==> config.mk <==
export PLATFORM = sky130hd
export DESIGN_NAME = bba_fifo
export DESIGN_NICKNAME = d
export VERILOG_FILES = /design/src/hw/rtl/bba_fifo.sv
export SDC_FILE = /design/constraint.sdc
export NUM_CORES = 1
export LEC_CHECK = 0
export BUFFER_PORTS_ARGS = -buffer_cell sky130_fd_sc_hd__buf_2
export CORE_MARGIN = 4
export CORE_UTILIZATION = 40
export DETAILED_ROUTE_END_ITERATION = 12
export GPL_TIMING_DRIVEN = 1
export PLACE_DENSITY = 0.74
export REMOVE_ABC_BUFFERS = 1
export SYNTH_ARGS = -nofsm -noshare
export SYNTH_HDL_FRONTEND = slang
export SYNTH_SLANG_ARGS = --single-unit
==> constraint.sdc <==
create_clock -name clk -period 2.5 [get_ports clk]
set_clock_uncertainty 0.2 [all_clocks]
set_input_delay 0.125 -clock clk [delete_from_list [all_inputs] [get_ports clk]]
set_output_delay 0.125 -clock clk [all_outputs]
set_load 0.005 [all_outputs]
==> src/hw/rtl/bba_fifo.sv <==
`timescale 1ns / 1ps
// ----------------------------------------------------------------------------
// bba_fifo
// Small register queue that decouples two parts of the allocator.
// ----------------------------------------------------------------------------
module bba_fifo #(
	parameter int W     = 8,
	parameter int DEPTH = 2
) (
	input  logic         clk,
	input  logic         arst_n,
	input  logic         push,
	input  logic [W-1:0] din,
	output logic         full,
	input  logic         pop,
	output logic [W-1:0] dout,
	output logic         empty
);

	localparam int PW = (DEPTH > 1) ? $clog2(DEPTH) : 1;
	localparam int CW = $clog2(DEPTH + 1);

	logic [W-1:0]  mem_q [DEPTH];
	logic [PW-1:0] wr_q;
	logic [PW-1:0] rd_q;
	logic [CW-1:0] cnt_q;
	logic          do_push;
	logic          do_pop;

	assign full    = (cnt_q == CW'(DEPTH));
	assign empty   = (cnt_q == '0);
	assign do_push = push && !full;
	assign do_pop  = pop && !empty;
	assign dout    = mem_q[rd_q];

	always_ff @(posedge clk or negedge arst_n) begin
		if (!arst_n) begin
			wr_q  <= '0;
			rd_q  <= '0;
			cnt_q <= '0;
		end else begin
			if (do_push) begin
				wr_q <= (wr_q == PW'(DEPTH - 1)) ? '0 : wr_q + 1'b1;
			end
			if (do_pop) begin
				rd_q <= (rd_q == PW'(DEPTH - 1)) ? '0 : rd_q + 1'b1;
			end
			if (do_push && !do_pop) begin
				cnt_q <= cnt_q + 1'b1;
			end else if (do_pop && !do_push) begin
				cnt_q <= cnt_q - 1'b1;
			end
		end
	end

	always_ff @(posedge clk) begin
		if (do_push) begin
			mem_q[wr_q] <= din;
		end
	end

endmodule

==> out/summary.txt, run 1 <==
Largest net degree at the start of global routing -> 13
Yosys reg bits -> 20
Worst Path Arrival -> 1.54 ns
Placed insts -> 89
Distinct cells, synth -> 15
CTS tree -> built
Post-synth design cell area -> 782 um^2
Final number of setup-violating endpoints -> 0
Setup TNS -> 0 ns
Mean post-synth cell area -> 17.8 um^2
Chip Width -> 52.2 um
Fin crit period -> 1.80 ns
Design Power -> 1.12 mW
Clock sinks -> 20
Starting Density -> 0.439
Synth area leaders -> edfxtp_1 61%, dfrtp_1 13%, mux2_1 8.6%, mux2_2 2.9%, xnor2_1 2.2%
Clk buf depth -> 2
Slowest-stage cell, CP -> nor2_1
Ant diodes -> 0
Mean number of vias per cell -> 4.52
CP required -> 2.24 ns
Largest area contributor in the netlist -> edfxtp_1
Drt first pass iters -> 2
Status -> complete, no violations
Post-DP HPWL -> 897 um
Synth top area share -> 0.614
H-tree Lvls -> 1
I/O Buffers -> 21
Max_cap viols -> 0
Hold Crit Class -> flip-flop to flip-flop
Die Y -> 52.2 um
Setup CP Type -> flip-flop to flip-flop
Worst setup SP type -> flip-flop
Share of post-route cells with drive strength above 1 -> 0.363
Post-CTS Setup Bufs -> 0
Layout area overhead -> 38.9%
Worst Max-Slew Pin Slew -> 0.678 ns
Endpoints failing hold -> 0
Fmax -> 0.555 GHz
Commonest non-fill, non-tap cell in the layout -> buf_2
Tcrit/Tclk final -> 0.721
Hold Slack -> 0.330 ns
Drt wl/cell -> 12.4 um
Final setup margin -> 0.697 ns
Most frequent cells in the layout -> 21 x buf_2, 16 x edfxtp_1, 12 x dlygate4sd3_1, 6 x mux2_1, 4 x dfrtp_1
Final Routed Wirelength -> 1.30 mm
Post-Place Worst Slack -> 0.668 ns
Relative slew slack -> 0.546
CTS buffer count -> 3
Static Leak -> 0.452 nW
YS warnings -> 0
Rows -> 15
CP bufs+invs -> 0
Unrepaired setup endpoints after global routing -> no
Residual DRC -> 0
Initial antenna violation count -> 0
Drt initial violations -> 3
Final nets -> 94
Gr ovfl total -> 0
Register area share after synthesis -> 0.742
Slew Limit Fails -> 0
Final ANT Viol Nets -> 0
CP Cell Sequence -> nand2b_1 > nand2_2 > nor2_1
Crit path max-delay family -> simple AND/OR/NAND/NOR gates
Global-route wire length before repair -> 2.23 mm
CTS clk-pin slew, worst paths -> 0.10 ns
I/O Pins -> 22
Core area -> 0.00178 mm^2
Max Fanout on Critical Path -> 8
VDD IR-drop max -> 0.627 mV
Fin cells -> 105
Routability congestion estimate from global placement -> 0.652
Clock latency on the worst-skew pair -> 0.29 ns
Worst Setup End Kind -> flip-flop
Root buffer cell -> clkbuf_4
GRT Total Usage -> 0.119
Slowest cell delay on critical path -> 0.53 ns
Via Count -> 475
Synth Instances -> 44
PwrDens -> 1030 mW/mm^2
Vias in the first global route -> 512
Die outline area -> 0.00273 mm^2
power by group:
part	total [mW]	internal, mW	switching (mW)
clock network	0.260	0.162	0.0979
registers	0.536	0.466	0.0708
logic	0.326	0.182	0.144
cell usage after synthesis:
| master | instances |
|---|---|
| nand2_2 | 1 |
| o21ai_1 | 1 |
| xor2_1 | 2 |
| buf_2 | 1 |
| edfxtp_1 | 16 |
| xnor2_1 | 2 |
| ha_1 | 1 |
| inv_1 | 2 |
| and3_1 | 1 |
| mux2_1 | 6 |
| xnor2_2 | 1 |
| nor2_1 | 3 |
| mux2_2 | 2 |
| dfrtp_1 | 4 |
| nand2b_1 | 1 |
layout make-up:
cell class | count | area, um^2
clock inverters | 1 | 30.0
inverters | 2 | 7.51
fillers | 143 | 697
flip-flops and latches | 20 | 581
multi-input cells | 21 | 189
well taps | 25 | 31.3
repair buffers | 33 | 225
clock buffers | 3 | 22.5
worst reg2reg max path: cells and delay by family, from the launching register on:
kind	cells	cell delay, ns
and+or+nand+nor	3	0.81
DFF	1	0.44
registers in the layout, summed over array words and instances (netlist names):
signal,count
wr_q,1
mem_q,16
rd_q,1
cnt_q,2
logic make-up after synthesis:
family          count (synthesis)  share of synthesized area
mux                             8                      0.115
flops                          20                      0.742
compound gates                  1                    0.00639
xor+xnor                        5                     0.0656
buf+inv                         3                     0.0160
fa+ha+maj                       1                     0.0160
simple gates                    6                     0.0384
what timing repair did:
item / CTS / global route
resized for setup: 0 / 0
hold buffers: 12 / 0
endpoints found under the hold margin: 22 / 0
final timing paths:
path	from	cells past startpoint	end	slack, ns
max	cnt_q[0]	3	mem_q[0][1]	0.70
min	cnt_q[1]	1	cnt_q[1]	0.33
max reg2reg	cnt_q[0]	3	mem_q[0][1]	0.70
min reg2reg	cnt_q[1]	1	cnt_q[1]	0.33
max in group asynchronous	arst_n	3	wr_q	1.42
min in group asynchronous	arst_n	3	cnt_q[0]	0.51
stage by stage:
stage / utilization / area (um^2)
floorplan: - / 777
global route: 0.609 / 1090
detailed placement: 0.512 / 913
global placement: 0.512 / 913
finish: 0.609 / 1090
CTS: 0.609 / 1090
routing by layer:
| metal | vias to the layer above | global-route usage | wire [um] |
|---|---|---|---|
| met4 | 0 | 0.0894 | 42 |
| met1 | 223 | 0.143 | 504 |
| li1 | 233 | - | - |
| met5 | - | 0 | 0 |
| met3 | 4 | 0.0256 | 71 |
| met2 | 15 | 0.184 | 684 |
Power figures use the tool's default switching activity.
==> run 2: changes to the inputs <==
--- a/config.mk
+++ b/config.mk
@@ -10,7 +10,7 @@
 export CORE_UTILIZATION = 40
 export DETAILED_ROUTE_END_ITERATION = 12
 export GPL_TIMING_DRIVEN = 1
-export PLACE_DENSITY = 0.74
+export PLACE_DENSITY = 0.76
 export REMOVE_ABC_BUFFERS = 1
 export SYNTH_ARGS = -nofsm -noshare
 export SYNTH_HDL_FRONTEND = slang
==> constraint.sdc (replaced) <==
create_clock -name clk -period 1.5 [get_ports clk]
set_clock_uncertainty 0.2 [all_clocks]
set_input_delay 0.075 -clock clk [delete_from_list [all_inputs] [get_ports clk]]
set_output_delay 0.075 -clock clk [all_outputs]
set_load 0.005 [all_outputs]
==> run 2 against run 1 <==
Effect of this change:
- the run now ends with setup timing left
- die area is the same
- power grew 110%
- combinational power rose to 3.3 times the previous value
- critical path depth unchanged
- setup slack got worse by 0.78 ns
- clock-buffer cell count stayed put
- non-clock buffer count is 9 higher
- core utilization rose by 11 points
- critical path type is now flip-flop to primary output
==> out/summary.txt, run 2 (synthesized netlist as in run 1, its figures left out) <==
Worst Setup End Kind -> primary output
Final setup margin -> -0.0848 ns (-0.782 ns)
CP Cell Sequence -> buf_6 > mux2_4 > buf_6
Clock sinks -> 20 (unchanged)
Global-route wire length before repair -> 2.32 mm (+4.0%)
Rows -> 15 (unchanged)
Final Routed Wirelength -> 1.51 mm (+15%)
VDD IR-drop max -> 1.06 mV (+69%)
Endpoints failing hold -> 0 (unchanged)
Cell mode on critical path -> buf_6
Chip Width -> 52.2 um (unchanged)
Die outline area -> 0.00273 mm^2 (unchanged)
Largest Register -> mem_q
Drt wl/cell -> 13.2 um (+6.3%)
I/O Pins -> 22 (unchanged)
Slowest-stage cell, CP -> dfrtp_2
Final nets -> 103 (+9.6%)
CP required -> 1.22 ns (-1.02 ns)
Commonest non-fill, non-tap cell in the layout -> edfxtp_1
Failing checks -> setup timing
Fin cells -> 114 (+8.6%)
Gr ovfl total -> 0 (unchanged)
CTS clk-pin slew, worst paths -> 0.12 ns (+0.02 ns)
Vias in the first global route -> 544 (+6.3%)
Post-DP HPWL -> 891 um (-0.60%)
Largest net degree at the start of global routing -> 13 (unchanged)
H-tree Lvls -> 1 (unchanged)
Via Count -> 503 (+5.9%)
Hold Slack -> 0.283 ns (-0.0469 ns)
Residual DRC -> 0 (unchanged)
Worst Max-Slew Pin Slew -> 0.215 ns (-0.463 ns)
Final ANT Viol Nets -> 0 (unchanged)
GRT Total Usage -> 0.122 (+0.00373)
Fmax -> 0.631 GHz
Initial antenna violation count -> 0 (unchanged)
Relative slew slack -> 0.856 (+0.310)
Area of the multi-input gates -> 256 um^2 (+36%)
I/O Buffers -> 21 (unchanged)
Worst setup SP type -> flip-flop
Fin crit period -> 1.58 ns
CP Launch Point -> rd_q
Unrepaired setup endpoints after global routing -> yes
Drt initial violations -> 3 (unchanged)
Ant diodes -> 0 (unchanged)
Slowest cell delay on critical path -> 0.44 ns (-0.09 ns)
PwrDens -> 1860 mW/mm^2 (+80%)
RR Startpoint -> cnt_q[1]
Tcrit/Tclk final -> 1.06
Layout area overhead -> 64.3%
Share of post-route cells with drive strength above 1 -> 0.584 (+0.222)
Most frequent cells in the layout -> 16 x edfxtp_1, 13 x buf_2, 12 x dlygate4sd3_1, 11 x buf_6, 8 x mux2_4
Mean number of vias per cell -> 4.41 (-2.5%)
Starting Density -> 0.439 (unchanged)
Die Y -> 52.2 um (unchanged)
Routability congestion estimate from global placement -> 0.702 (+7.7%)
FILL cells -> 109 (-24%)
Final number of setup-violating endpoints -> 8 (+8)
Root buffer cell -> clkbuf_4
Slew Limit Fails -> 0 (unchanged)
Status -> finished, violations left
Setup CP Type -> flip-flop to primary output
Register area -> 583 um^2 (+0.43%)
Core area -> 0.00178 mm^2 (unchanged)
Hold_sp -> din[1]
CTS tree -> built
Number of flip-flops in the largest register -> 16 (unchanged)
Clock latency on the worst-skew pair -> 0.31 ns (+0.02 ns)
Max Fanout on Critical Path -> 5 (-3)
Hold Crit Class -> primary input to flip-flop
Setup TNS -> -0.617 ns (-0.617 ns)
CTS buffer count -> 3 (unchanged)
Max_cap viols -> 0 (unchanged)
Clk buf depth -> 2 (unchanged)
Worst Path Arrival -> 1.31 ns (-0.23 ns)
Static Leak -> 0.557 nW (+23%)
Post-Place Worst Slack -> -0.0796 ns (-0.747 ns)
Drt first pass iters -> 3 (+1)
Top flop regs -> mem_q x16, cnt_q x2
Placed insts -> 95 (+6.7%)
==> run 2: routing by layer <==
layer	global-route usage	wire (um)	up-vias	part of all wire
li1	-	-	247	-
met1	0.129	632	235	0.42
met2	0.220	770	17	0.51
met3	0.0427	81	4	0.054
met4	0.0511	21	0	0.014
met5	0	0	-	0
==> run 2: metrics by stage <==
stage / utilization / cell area, um^2 / total power [mW]
4_1_cts: 0.704 / 1250 / 2.32
6_report: 0.721 / 1280 / 2.40
5_1_grt: 0.721 / 1280 / 2.52
2_1_floorplan: - / 777 / 1.22
3_3_place_gp: 0.538 / 958 / 1.50
3_5_place_dp: 0.538 / 958 / 1.52
==> run 2: final timing paths <==
path	endpoint	slack (ns)	cells after the start
worst max register to register	cnt_q[1]	0.03	5
worst min-delay path	mem_q[0][1]	0.28	2
max in group asynchronous	rd_q	0.47	3
min in group asynchronous	wr_q	0.44	3
worst max-delay path	dout[2]	-0.08	3
worst min register to register	wr_q	0.38	1
==> run 2: layout make-up <==
class,instances,area share
flip-flops and latches,20,0.454
clock inverters,1,0.0234
inverters,2,0.00584
well taps,25,0.0243
multi-input cells,21,0.200
repair buffers,42,0.276
clock buffers,3,0.0175
==> run 2: critical path, delay by kind of cell (launching register included) <==
| family | cells | cell delay, ns |
|---|---|---|
| flip-flops | 1 | 0.44 |
| buffers and inverters | 2 | 0.26 |
| multiplexers | 1 | 0.30 |
==> run 2: where the power goes <==
| part | total [mW] | internal (mW) | switching (mW) |
|---|---|---|---|
| Sequential | 0.879 | 0.782 | 0.0966 |
| Clock | 0.441 | 0.270 | 0.171 |
| Combinational | 1.08 | 0.680 | 0.396 |
==> run 2: repair_timing <==
| item | 4_1_cts | 5_1_grt |
|---|---|---|
| setup buffers | 3 | 0 |
| pin swaps | 3 | 2 |
| endpoints found under the hold margin | 23 | 0 |
| setup endpoints to repair | 25 | 17 |
| resized for setup | 25 | 7 |
| hold buffers | 12 | 0 |
