==> config.mk <==
export PLATFORM = sky130hd
export DESIGN_NAME = bba_front
export DESIGN_NICKNAME = d
export VERILOG_FILES = /design/src/hw/rtl/bba_pkg.sv /design/src/hw/rtl/bba_front.sv
export SDC_FILE = /design/constraint.sdc
export NUM_CORES = 1
export LEC_CHECK = 0
export BUFFER_PORTS_ARGS = -buffer_cell sky130_fd_sc_hd__buf_4
export CAP_MARGIN = 10
export CORE_ASPECT_RATIO = 0.75
export CORE_MARGIN = 2
export CORE_UTILIZATION = 41
export CTS_CLUSTER_DIAMETER = 100
export CTS_CLUSTER_SIZE = 40
export DETAILED_ROUTE_END_ITERATION = 10
export HOLD_SLACK_MARGIN = 0.1
export PLACE_DENSITY = 0.8
export SETUP_SLACK_MARGIN = 0.15
export SLEW_MARGIN = 0
export SYNTH_ARGS = -nofsm -noshare
export SYNTH_HDL_FRONTEND = slang
export SYNTH_SLANG_ARGS = --single-unit
==> constraint.sdc <==
create_clock -name clk -period 2.4 [get_ports clk]
set_input_delay 0.36 -clock clk [delete_from_list [all_inputs] [get_ports clk]]
set_output_delay 0.36 -clock clk [all_outputs]
set_load 0.02 [all_outputs]
==> src/hw/rtl/bba_pkg.sv <==
`timescale 1ns / 1ps
// ----------------------------------------------------------------------------
// bba_pkg
// Shared codes, word types and helpers of the bitmap block allocator.
// ----------------------------------------------------------------------------
package bba_pkg;

	localparam int MAX_WORDS    = 512;
	localparam int OPCODE_W     = 3;
	localparam int STATUS_W     = 3;
	localparam int BLOCK_W      = 14;
	localparam int WIDX_W       = 9;
	localparam int DATA_W       = 32;
	localparam int BIT_W        = 5;
	localparam int SCAN_W       = 10;
	localparam int CFG_IDX_W    = 2;
	localparam int CFG_DATA_W   = 14;

	localparam logic [OPCODE_W-1:0] OP_ALLOC = 3'd0;
	localparam logic [OPCODE_W-1:0] OP_FREE  = 3'd1;
	localparam logic [OPCODE_W-1:0] OP_TEST  = 3'd2;
	localparam logic [OPCODE_W-1:0] OP_LOAD  = 3'd3;
	localparam logic [OPCODE_W-1:0] OP_READ  = 3'd4;

	localparam logic [STATUS_W-1:0] ST_OK        = 3'd0;
	localparam logic [STATUS_W-1:0] ST_DISABLED  = 3'd1;
	localparam logic [STATUS_W-1:0] ST_FULL      = 3'd2;
	localparam logic [STATUS_W-1:0] ST_RANGE     = 3'd3;
	localparam logic [STATUS_W-1:0] ST_NOT_ALLOC = 3'd4;

	localparam logic [CFG_IDX_W-1:0] REG_ENABLED     = 2'd0;
	localparam logic [CFG_IDX_W-1:0] REG_SCAN_WORDS  = 2'd1;
	localparam logic [CFG_IDX_W-1:0] REG_BLOCK_LIMIT = 2'd2;

	localparam logic                 RST_ENABLED     = 1'b0;
	localparam logic [SCAN_W-1:0]    RST_SCAN_WORDS  = 10'd512;
	localparam logic [BLOCK_W-1:0]   RST_BLOCK_LIMIT = 14'd16383;

	// what the back end has to do with a word
	typedef enum logic [2:0] {
		K_REPLY,
		K_ALLOC,
		K_FREE,
		K_TEST,
		K_LOAD,
		K_READ
	} kind_t;

	typedef struct packed {
		logic                enabled;
		logic [SCAN_W-1:0]   scan_words;
		logic [BLOCK_W-1:0]  block_limit;
	} cfg_t;

	typedef struct packed {
		kind_t               kind;
		logic [STATUS_W-1:0] status;
		logic [WIDX_W-1:0]   widx;
		logic [BIT_W-1:0]    bbit;
		logic [DATA_W-1:0]   wdata;
	} cmd_t;

	typedef struct packed {
		logic [STATUS_W-1:0] status;
		logic [BLOCK_W-1:0]  granted_block;
		logic                is_allocated;
		logic [DATA_W-1:0]   word_out;
	} res_t;

	// position of the lowest set bit, zero when none is set
	function automatic logic [BIT_W-1:0] lowest_set32(input logic [DATA_W-1:0] v);
		logic [BIT_W-1:0] r;
		r = '0;
		for (int i = DATA_W - 1; i >= 0; i--) begin
			if (v[i]) begin
				r = BIT_W'(i);
			end
		end
		return r;
	endfunction

endpackage

==> src/hw/rtl/bba_front.sv <==
`timescale 1ns / 1ps
// ----------------------------------------------------------------------------
// bba_front
// Takes request words, checks enable and ranges and sorts them into commands.
// ----------------------------------------------------------------------------
module bba_front #(
	parameter int BITMAP_WORDS = 512
) (
	input  logic                          clk,
	input  logic                          arst_n,
	input  bba_pkg::cfg_t                 cfg,
	input  logic                          push,
	output logic                          full,
	input  logic [bba_pkg::OPCODE_W-1:0]  opcode,
	input  logic [bba_pkg::BLOCK_W-1:0]   block_number,
	input  logic [bba_pkg::WIDX_W-1:0]    word_index,
	input  logic [bba_pkg::DATA_W-1:0]    word_data,
	input  logic                          clr_busy,
	input  logic                          cmd_full,
	output logic                          cmd_push,
	output bba_pkg::cmd_t                 cmd
);

	logic                        valid_s1;
	bba_pkg::cmd_t               cmd_s1;
	bba_pkg::cmd_t               cls;
	logic                        accept;
	logic [bba_pkg::WIDX_W-1:0]  bword;
	logic                        blk_in;
	logic                        widx_in;

	assign cmd_push = valid_s1 && !cmd_full;
	assign full     = clr_busy || (valid_s1 && cmd_full);
	assign accept   = push && !full;
	assign cmd      = cmd_s1;

	assign bword   = block_number[bba_pkg::BLOCK_W-1:bba_pkg::BIT_W];
	assign blk_in  = (32'(bword) < 32'(BITMAP_WORDS));
	assign widx_in = (32'(word_index) < 32'(BITMAP_WORDS));

	always_comb begin
		cls.kind   = bba_pkg::K_REPLY;
		cls.status = bba_pkg::ST_RANGE;
		cls.widx   = word_index;
		cls.bbit   = block_number[bba_pkg::BIT_W-1:0];
		cls.wdata  = word_data;
		if (!cfg.enabled) begin
			cls.status = bba_pkg::ST_DISABLED;
		end else begin
			case (opcode)
				bba_pkg::OP_ALLOC: begin
					cls.kind = bba_pkg::K_ALLOC;
				end
				bba_pkg::OP_FREE: begin
					cls.widx = bword;
					if (blk_in) begin
						cls.kind = bba_pkg::K_FREE;
					end
				end
				bba_pkg::OP_TEST: begin
					cls.widx = bword;
					if (blk_in && block_number <= cfg.block_limit) begin
						cls.kind = bba_pkg::K_TEST;
					end
				end
				bba_pkg::OP_LOAD: begin
					if (widx_in) begin
						cls.kind = bba_pkg::K_LOAD;
					end
				end
				bba_pkg::OP_READ: begin
					if (widx_in) begin
						cls.kind = bba_pkg::K_READ;
					end
				end
				default: begin
					cls.kind = bba_pkg::K_REPLY;
				end
			endcase
		end
	end

	always_ff @(posedge clk or negedge arst_n) begin
		if (!arst_n) begin
			valid_s1 <= 1'b0;
		end else if (accept) begin
			valid_s1 <= 1'b1;
		end else if (cmd_push) begin
			valid_s1 <= 1'b0;
		end
	end

	always_ff @(posedge clk) begin
		if (accept) begin
			cmd_s1 <= cls;
		end
	end

endmodule

==> results.yml, run 1 <==
place:
  port_buffers: 129
  routabilityCongestion: 0.730
  hpwl_mm: 3.86
detailed_routing:
  ant_nets: 0
  drt_iter0_drc: 38
  routedWlPerCell_um: 14.5
  dr_total_vias: 1526
  first_pass_iters: 4
  wirelength_mm: 4.75
  drt-met1-wl_mm: 1.81
  route.met2.wl_mm: 2.35
  drc_errors: 0
  via_per_inst: 4.65
  wl_met3_um: 554
  top_layer: "met4"
power:
  p_total_mw: 1.83
  power_density_mw_per_mm2: 564
  power_leakage_nw: 1.48
  peakVddDrop_mv: 0.271
critical_path:
  crit_type: "in2reg"
  rr_startpoint: "valid_s1"
  ff2ff_setup_slack_ns: 0.93
  cp-start-kind: "primary input"
  cp-end-kind: "flop"
  cpPeakStageDelay_ns: 0.39
  cp_slowest_cell: "or3_1"
  critPathBufInv: 1
  cp.arrival_ns: 1.70
  worstSetupPathDepth: 7
  path_delay_family: "simple AND/OR/NAND/NOR gates"
  cp_data_required_time_ns: 2.53
  setup.worst_path.end: "cmd[50]"
  startpoint: "block_number[13]"
  reg2regPathDepth: 3
  r2r-end: "cmd[18]"
  worstPathCellList: "buf_4 -> ha_1 -> nand3_2 -> nor3_2 -> nand2_1 -> or3_1 -> a31oi_1"
  crit_fanout: 2
sta:
  hold_viol_final: 0
  finalClockSkew_ns: 0.00684
  setup_tns_ns: 0
  finalSetupViolations: 0
  period_share: 0.652
  slew-limit-headroom: 0.647
  rsz0062_at_grt: "no"
  fmax_mhz: 639
  slew_viol_final: 0
  fin_crit_ns: 1.57
  max_slew.worst_pin.slew_ns: 0.528
synth:
  synth-simple-area-share: 0.0561
  synth_mux_area_frac: 0.0526
  synth-seq-cells: 51
  syn-num-nets: 234
  ys_seq_area_frac: 0.721
  synth_top_area_share: 0.709
  synth.area.top_cells: "edfxtp_1, ha_1, mux2_2, inv_1, a21oi_1"
  synth_edf_count: 50
  synth_common_cells: "edfxtp_1, inv_1, ha_1"
  avgSynthCellArea_um2: 16.0
  synth_area_mm2: 0.00212
  synth_top_family_by_area: "adder cells"
  yosysWarnings: 0
  syn_inst: 132
  yosysTopAreaCell: "edfxtp_1"
  synthXorXnorAreaFrac: 0.00414
  synthArstFlopShare: 0.0196
  synth.most_common_cell: "edfxtp_1"
  synth_compound_area_frac: 0.0420
  synthAdderAreaFrac: 0.0827
  synthDistinctLibCells: 28
  synthFlopType: "edfxtp_1"
clock_tree:
  cts_tree: "built"
  cts_root_buf: "clkbuf_8"
  cts_buffer_depth: 2
  numCtsBuffers: 5
  clk_pin_slew_ns: 0.09
  cts.sinks: 51
  clkLatencyLatePin_ns: 0.29
  h-tree-depth: 2
floorplanning:
  io_pins: 142
  core_region_area_mm2: 0.00493
  rows: 22
  start_util: 0.430
  fp.dieH_um: 66.2
  dieWidth_um: 87.0
  die_area_mm2: 0.00576
finish:
  post-route-util: 0.659
  insertedDiodeCount: 0
  fin_nets: 370
  area_growth_pct: 53.5
  drive_gt1_frac: 0.571
grt:
  grt_pass1_vias: 1492
  antenna_found_initial: 0
  overflow: 0
  grt_max_degree: 34
  grt_usage: 0.161
  grt_pass1_wl_mm: 6.87
flow_run:
  cap_violations: 0
hold_path:
  min_path_type: "in2reg"
status:
  status: "finished, final reports clean"
==> per-stage QoR <==
step / area [um^2] / setup WS (ns) / hold slack (ns) / cells
2_1_floorplan: 2120 / 0.231 / 0.0644 / 132
3_3_place_gp: 3160 / 0.551 / 0.136 / 320
3_5_place_dp: 3160 / 0.515 / 0.136 / 320
4_1_cts: 3250 / 0.827 / 0.224 / 328
5_1_grt: 3250 / 0.733 / 0.220 / 328
6_report: 3250 / 0.834 / 0.234 / 328
==> cell families (layout without fill, tap and decap cells) <==
| kind of cell | Yosys count | count (layout) |
|---|---|---|
| AOI/OAI and AO/OA | 14 | 14 |
| muxes | 10 | 10 |
| DFF | 51 | 51 |
| xor gates and xnor gates | 1 | 1 |
| and+or+nand+nor | 21 | 21 |
| adders and majority gates | 14 | 14 |
| buffers and inverters | 19 | 155 |
| other | 2 | 2 |
==> area by class of cell <==
class	instances	area [um^2]
clock buffers	5	68.8
clock inverters	2	13.8
fillers	363	1680
inverters	16	60.1
multi-input cells	62	512
flip-flops and latches	51	1530
well taps	60	75.1
repair buffers	132	993
==> what timing repair did <==
item	CTS	global route
setup buffers	0	0
setup endpoints to repair	0	0
hold buffers	1	0
endpoints found under the hold margin	1	0
gates resized for setup	0	0
==> state kept, by name (all words and copies together) (netlist names) <==
name and count:
valid_s1 1, cmd 50
==> metal layers <==
metal  vias to the layer above  GRT usage
li1                        745          -
met3                         2     0.0574
met4                         0     0.0566
met1                       696      0.186
met2                        83      0.278
met5                         -          0
==> cells in the final DEF (no fill, tap or decap), types with 2 or more instances in the layout <==
| master | netlist | routed |
|---|---|---|
| nand2_1 | 8 | 8 |
| buf_4 | 2 | 131 |
| conb_1 | 2 | 2 |
| a21o_1 | 2 | 2 |
| a31oi_1 | 2 | 2 |
| nor2_1 | 2 | 2 |
| inv_1 | 16 | 16 |
| ha_1 | 14 | 14 |
| clkbuf_8 | 0 | 5 |
| edfxtp_1 | 50 | 50 |
| a21oi_1 | 6 | 6 |
| nand3b_1 | 2 | 2 |
| mux2_2 | 9 | 9 |
==> worst min path at each step <==
stage / startpoint / endpoint / slack, ns / cells past startpoint
after floorplan: arst_n / valid_s1 / 0.06 / 0
after global placement: arst_n / valid_s1 / 0.14 / 1
after detailed placement: arst_n / valid_s1 / 0.14 / 1
after CTS: word_data[9] / cmd[9] / 0.22 / 1
after global routing: word_data[9] / cmd[9] / 0.22 / 1
final: word_data[9] / cmd[9] / 0.23 / 1
==> power by group <==
group          internal [mW]  switching [mW]  leakage (nW)
combinational          0.171           0.150         0.953
clock                  0.200           0.273        0.0440
sequential              1.03          0.0111         0.479
Power figures use the tool's default switching activity.
==> run 2, diff against run 1 <==
--- a/config.mk
+++ b/config.mk
@@ -9,12 +9,12 @@
 export CAP_MARGIN = 10
 export CORE_ASPECT_RATIO = 0.75
 export CORE_MARGIN = 2
-export CORE_UTILIZATION = 41
+export CORE_UTILIZATION = 37
 export CTS_CLUSTER_DIAMETER = 100
 export CTS_CLUSTER_SIZE = 40
 export DETAILED_ROUTE_END_ITERATION = 10
 export HOLD_SLACK_MARGIN = 0.1
-export PLACE_DENSITY = 0.8
+export PLACE_DENSITY = 0.76
 export SETUP_SLACK_MARGIN = 0.15
 export SLEW_MARGIN = 0
 export SYNTH_ARGS = -nofsm -noshare
==> constraint.sdc (replaced) <==
create_clock -name clk -period 1.38 [get_ports clk]
set_input_delay 0.207 -clock clk [delete_from_list [all_inputs] [get_ports clk]]
set_output_delay 0.207 -clock clk [all_outputs]
set_load 0.02 [all_outputs]
==> run 2 against run 1 <==
Flip-flop and latch count stayed put. Clock power is 110% higher. Hold slack worse by 0.12 ns. Routed wire length is 35% higher. Clock-buffer cell count stayed put.
==> results.yml, run 2 (synthesis gave the netlist of run 1 again) <==
power:
  power_leakage_nw: 1.68
  power_density_mw_per_mm2: 907
  p_total_mw: 3.59
  switching_share: 0.233
  peakVddDrop_mv: 0.392
  seq_power_share: 0.504
  p_clk_frac: 0.281
  comb_power_share: 0.214
  netSwitchingPower_uw: 836
  p_int_mw: 2.76
clock_tree:
  cts.sinks: 51
  clkLatencyLatePin_ns: 0.30
  clk_pin_slew_ns: 0.09
  cts_tree: "built"
  numCtsBuffers: 5
  cts_root_buf: "clkbuf_8"
  cts_buffer_depth: 2
  h-tree-depth: 2
detailed_routing:
  wirelength_mm: 6.40
  first_pass_iters: 4
  routedWlPerCell_um: 16.6
  dr_total_vias: 1756
  drc_errors: 0
  drt_iter0_drc: 91
  via_per_inst: 4.56
  ant_nets: 0
sta:
  hold_viol_final: 0
  setup_tns_ns: 0
  period_share: 0.943
  finalClockSkew_ns: 0.00776
  finalSetupViolations: 0
  rsz0062_at_grt: "yes"
  timing.final.ws_setup_ns: 0.0780
  fmax_mhz: 768
  fin_crit_ns: 1.30
  slew_viol_final: 0
critical_path:
  crit_type: "in2reg"
  reg2regPathDepth: 3
  rr_startpoint: "valid_s1"
  cp_data_required_time_ns: 1.43
  cp.arrival_ns: 1.35
  r2r-end: "cmd[26]"
  cpPeakStageDelay_ns: 0.26
  cp-start-kind: "primary input"
  cp-end-kind: "flop"
  crit_fanout: 2
  cp_slowest_cell: "ha_4"
  worstPathCellList: "buf_4 -> ha_4 -> nand4_1 -> o221a_2 -> o211ai_1 -> a31oi_2"
  ff2ff_setup_slack_ns: 0.12
status:
  status: "finished, final reports clean"
grt:
  grt_max_degree: 19
  grt_usage: 0.203
  grt_pass1_vias: 1920
  grt_pass1_wl_mm: 9.83
  antenna_found_initial: 0
  overflow: 0
finish:
  drive_gt1_frac: 0.597
  stdcell_area_mm2: 0.00396
  insertedDiodeCount: 0
  final_cell_mix: "buf_4, edfxtp_1, dlygate4sd3_1"
  final_common_cell: "buf_4"
  fin_nets: 412
  area_growth_pct: 87.1
  fillers: 348
  largest_register_ffs: 50
floorplanning:
  start_util: 0.389
  dieWidth_um: 91.3
  die_area_mm2: 0.00635
  core_region_area_mm2: 0.00544
  fp.dieH_um: 69.5
  rows: 23
  io_pins: 142
hold_path:
  hold_depth: 1
  min_path_type: "in2reg"
  hold_start: "block_number[4]"
  holdPathEnd: "cmd[36]"
place:
  hpwl_mm: 4.27
  routabilityCongestion: 0.734
  placed_area_mm2: 0.00340
  post-place-ws_ns: -0.211
  port_buffers: 129
flow_run:
  cap_violations: 0
## run 2: layout make-up
class                           count  area, um^2  area share
Sequential cell                    51        1530       0.385
Timing Repair Buffer              174        1480       0.374
Multi-Input combinational cell     62         678       0.171
Tap cell                           75        93.8      0.0237
Inverter                           16        72.6      0.0183
Clock buffer                        5        68.8      0.0174
Clock inverter                      2        37.5     0.00948
## run 2: how the worst max path moves through the flow
stage,start,end,slack (ns),depth (start not counted)
2_1_floorplan,cfg[7],cmd[49],0.03,7
3_3_place_gp,cfg[7],cmd[49],-0.18,8
3_5_place_dp,cfg[7],cmd[49],-0.21,8
4_1_cts,valid_s1,full,0.12,3
5_1_grt,cfg[5],cmd[49],0.03,7
6_report,block_number[4],cmd[49],0.08,6
## run 2: power by group through the flow
stage               sequential (mW)  combinational (mW)  clock [mW]
global placement               1.84               0.633           0
floorplan                      1.93               0.193           0
CTS                            1.81               0.754        1.02
detailed placement             1.84               0.647           0
global route                   1.82               0.829        1.08
finish                         1.81               0.770        1.01
## run 2: worst max-delay path, delay by kind of cell
kind,cells,cell delay [ns]
AOI/OAI and AO/OA,3,0.65
adders and majority gates,1,0.26
buffers and inverters,1,0.13
and+or+nand+nor,1,0.10
## run 2: stage by stage
stage,hold WS [ns],instances,utilization
finish,0.112,385,0.728
global route,0.105,385,0.728
CTS,0.104,384,0.720
detailed placement,-0.0168,340,0.625
global placement,-0.0174,340,0.625
floorplan,-0.0886,132,-
## run 2: per-layer routing
metal,wire (um),track usage,part of all wire
met1,2450,0.221,0.38
met2,3540,0.393,0.55
met3,367,0.0446,0.057
met4,42,0.0572,0.0066
met5,0,0,0
## run 2: what timing repair did
| item | CTS | global route |
|---|---|---|
| setup buffers | 1 | 0 |
| pin swaps | 7 | 3 |
| setup endpoints to repair | 49 | 54 |
| hold buffers | 36 | 1 |
| resized for setup | 8 | 6 |
| hold endpoints to repair | 36 | 1 |
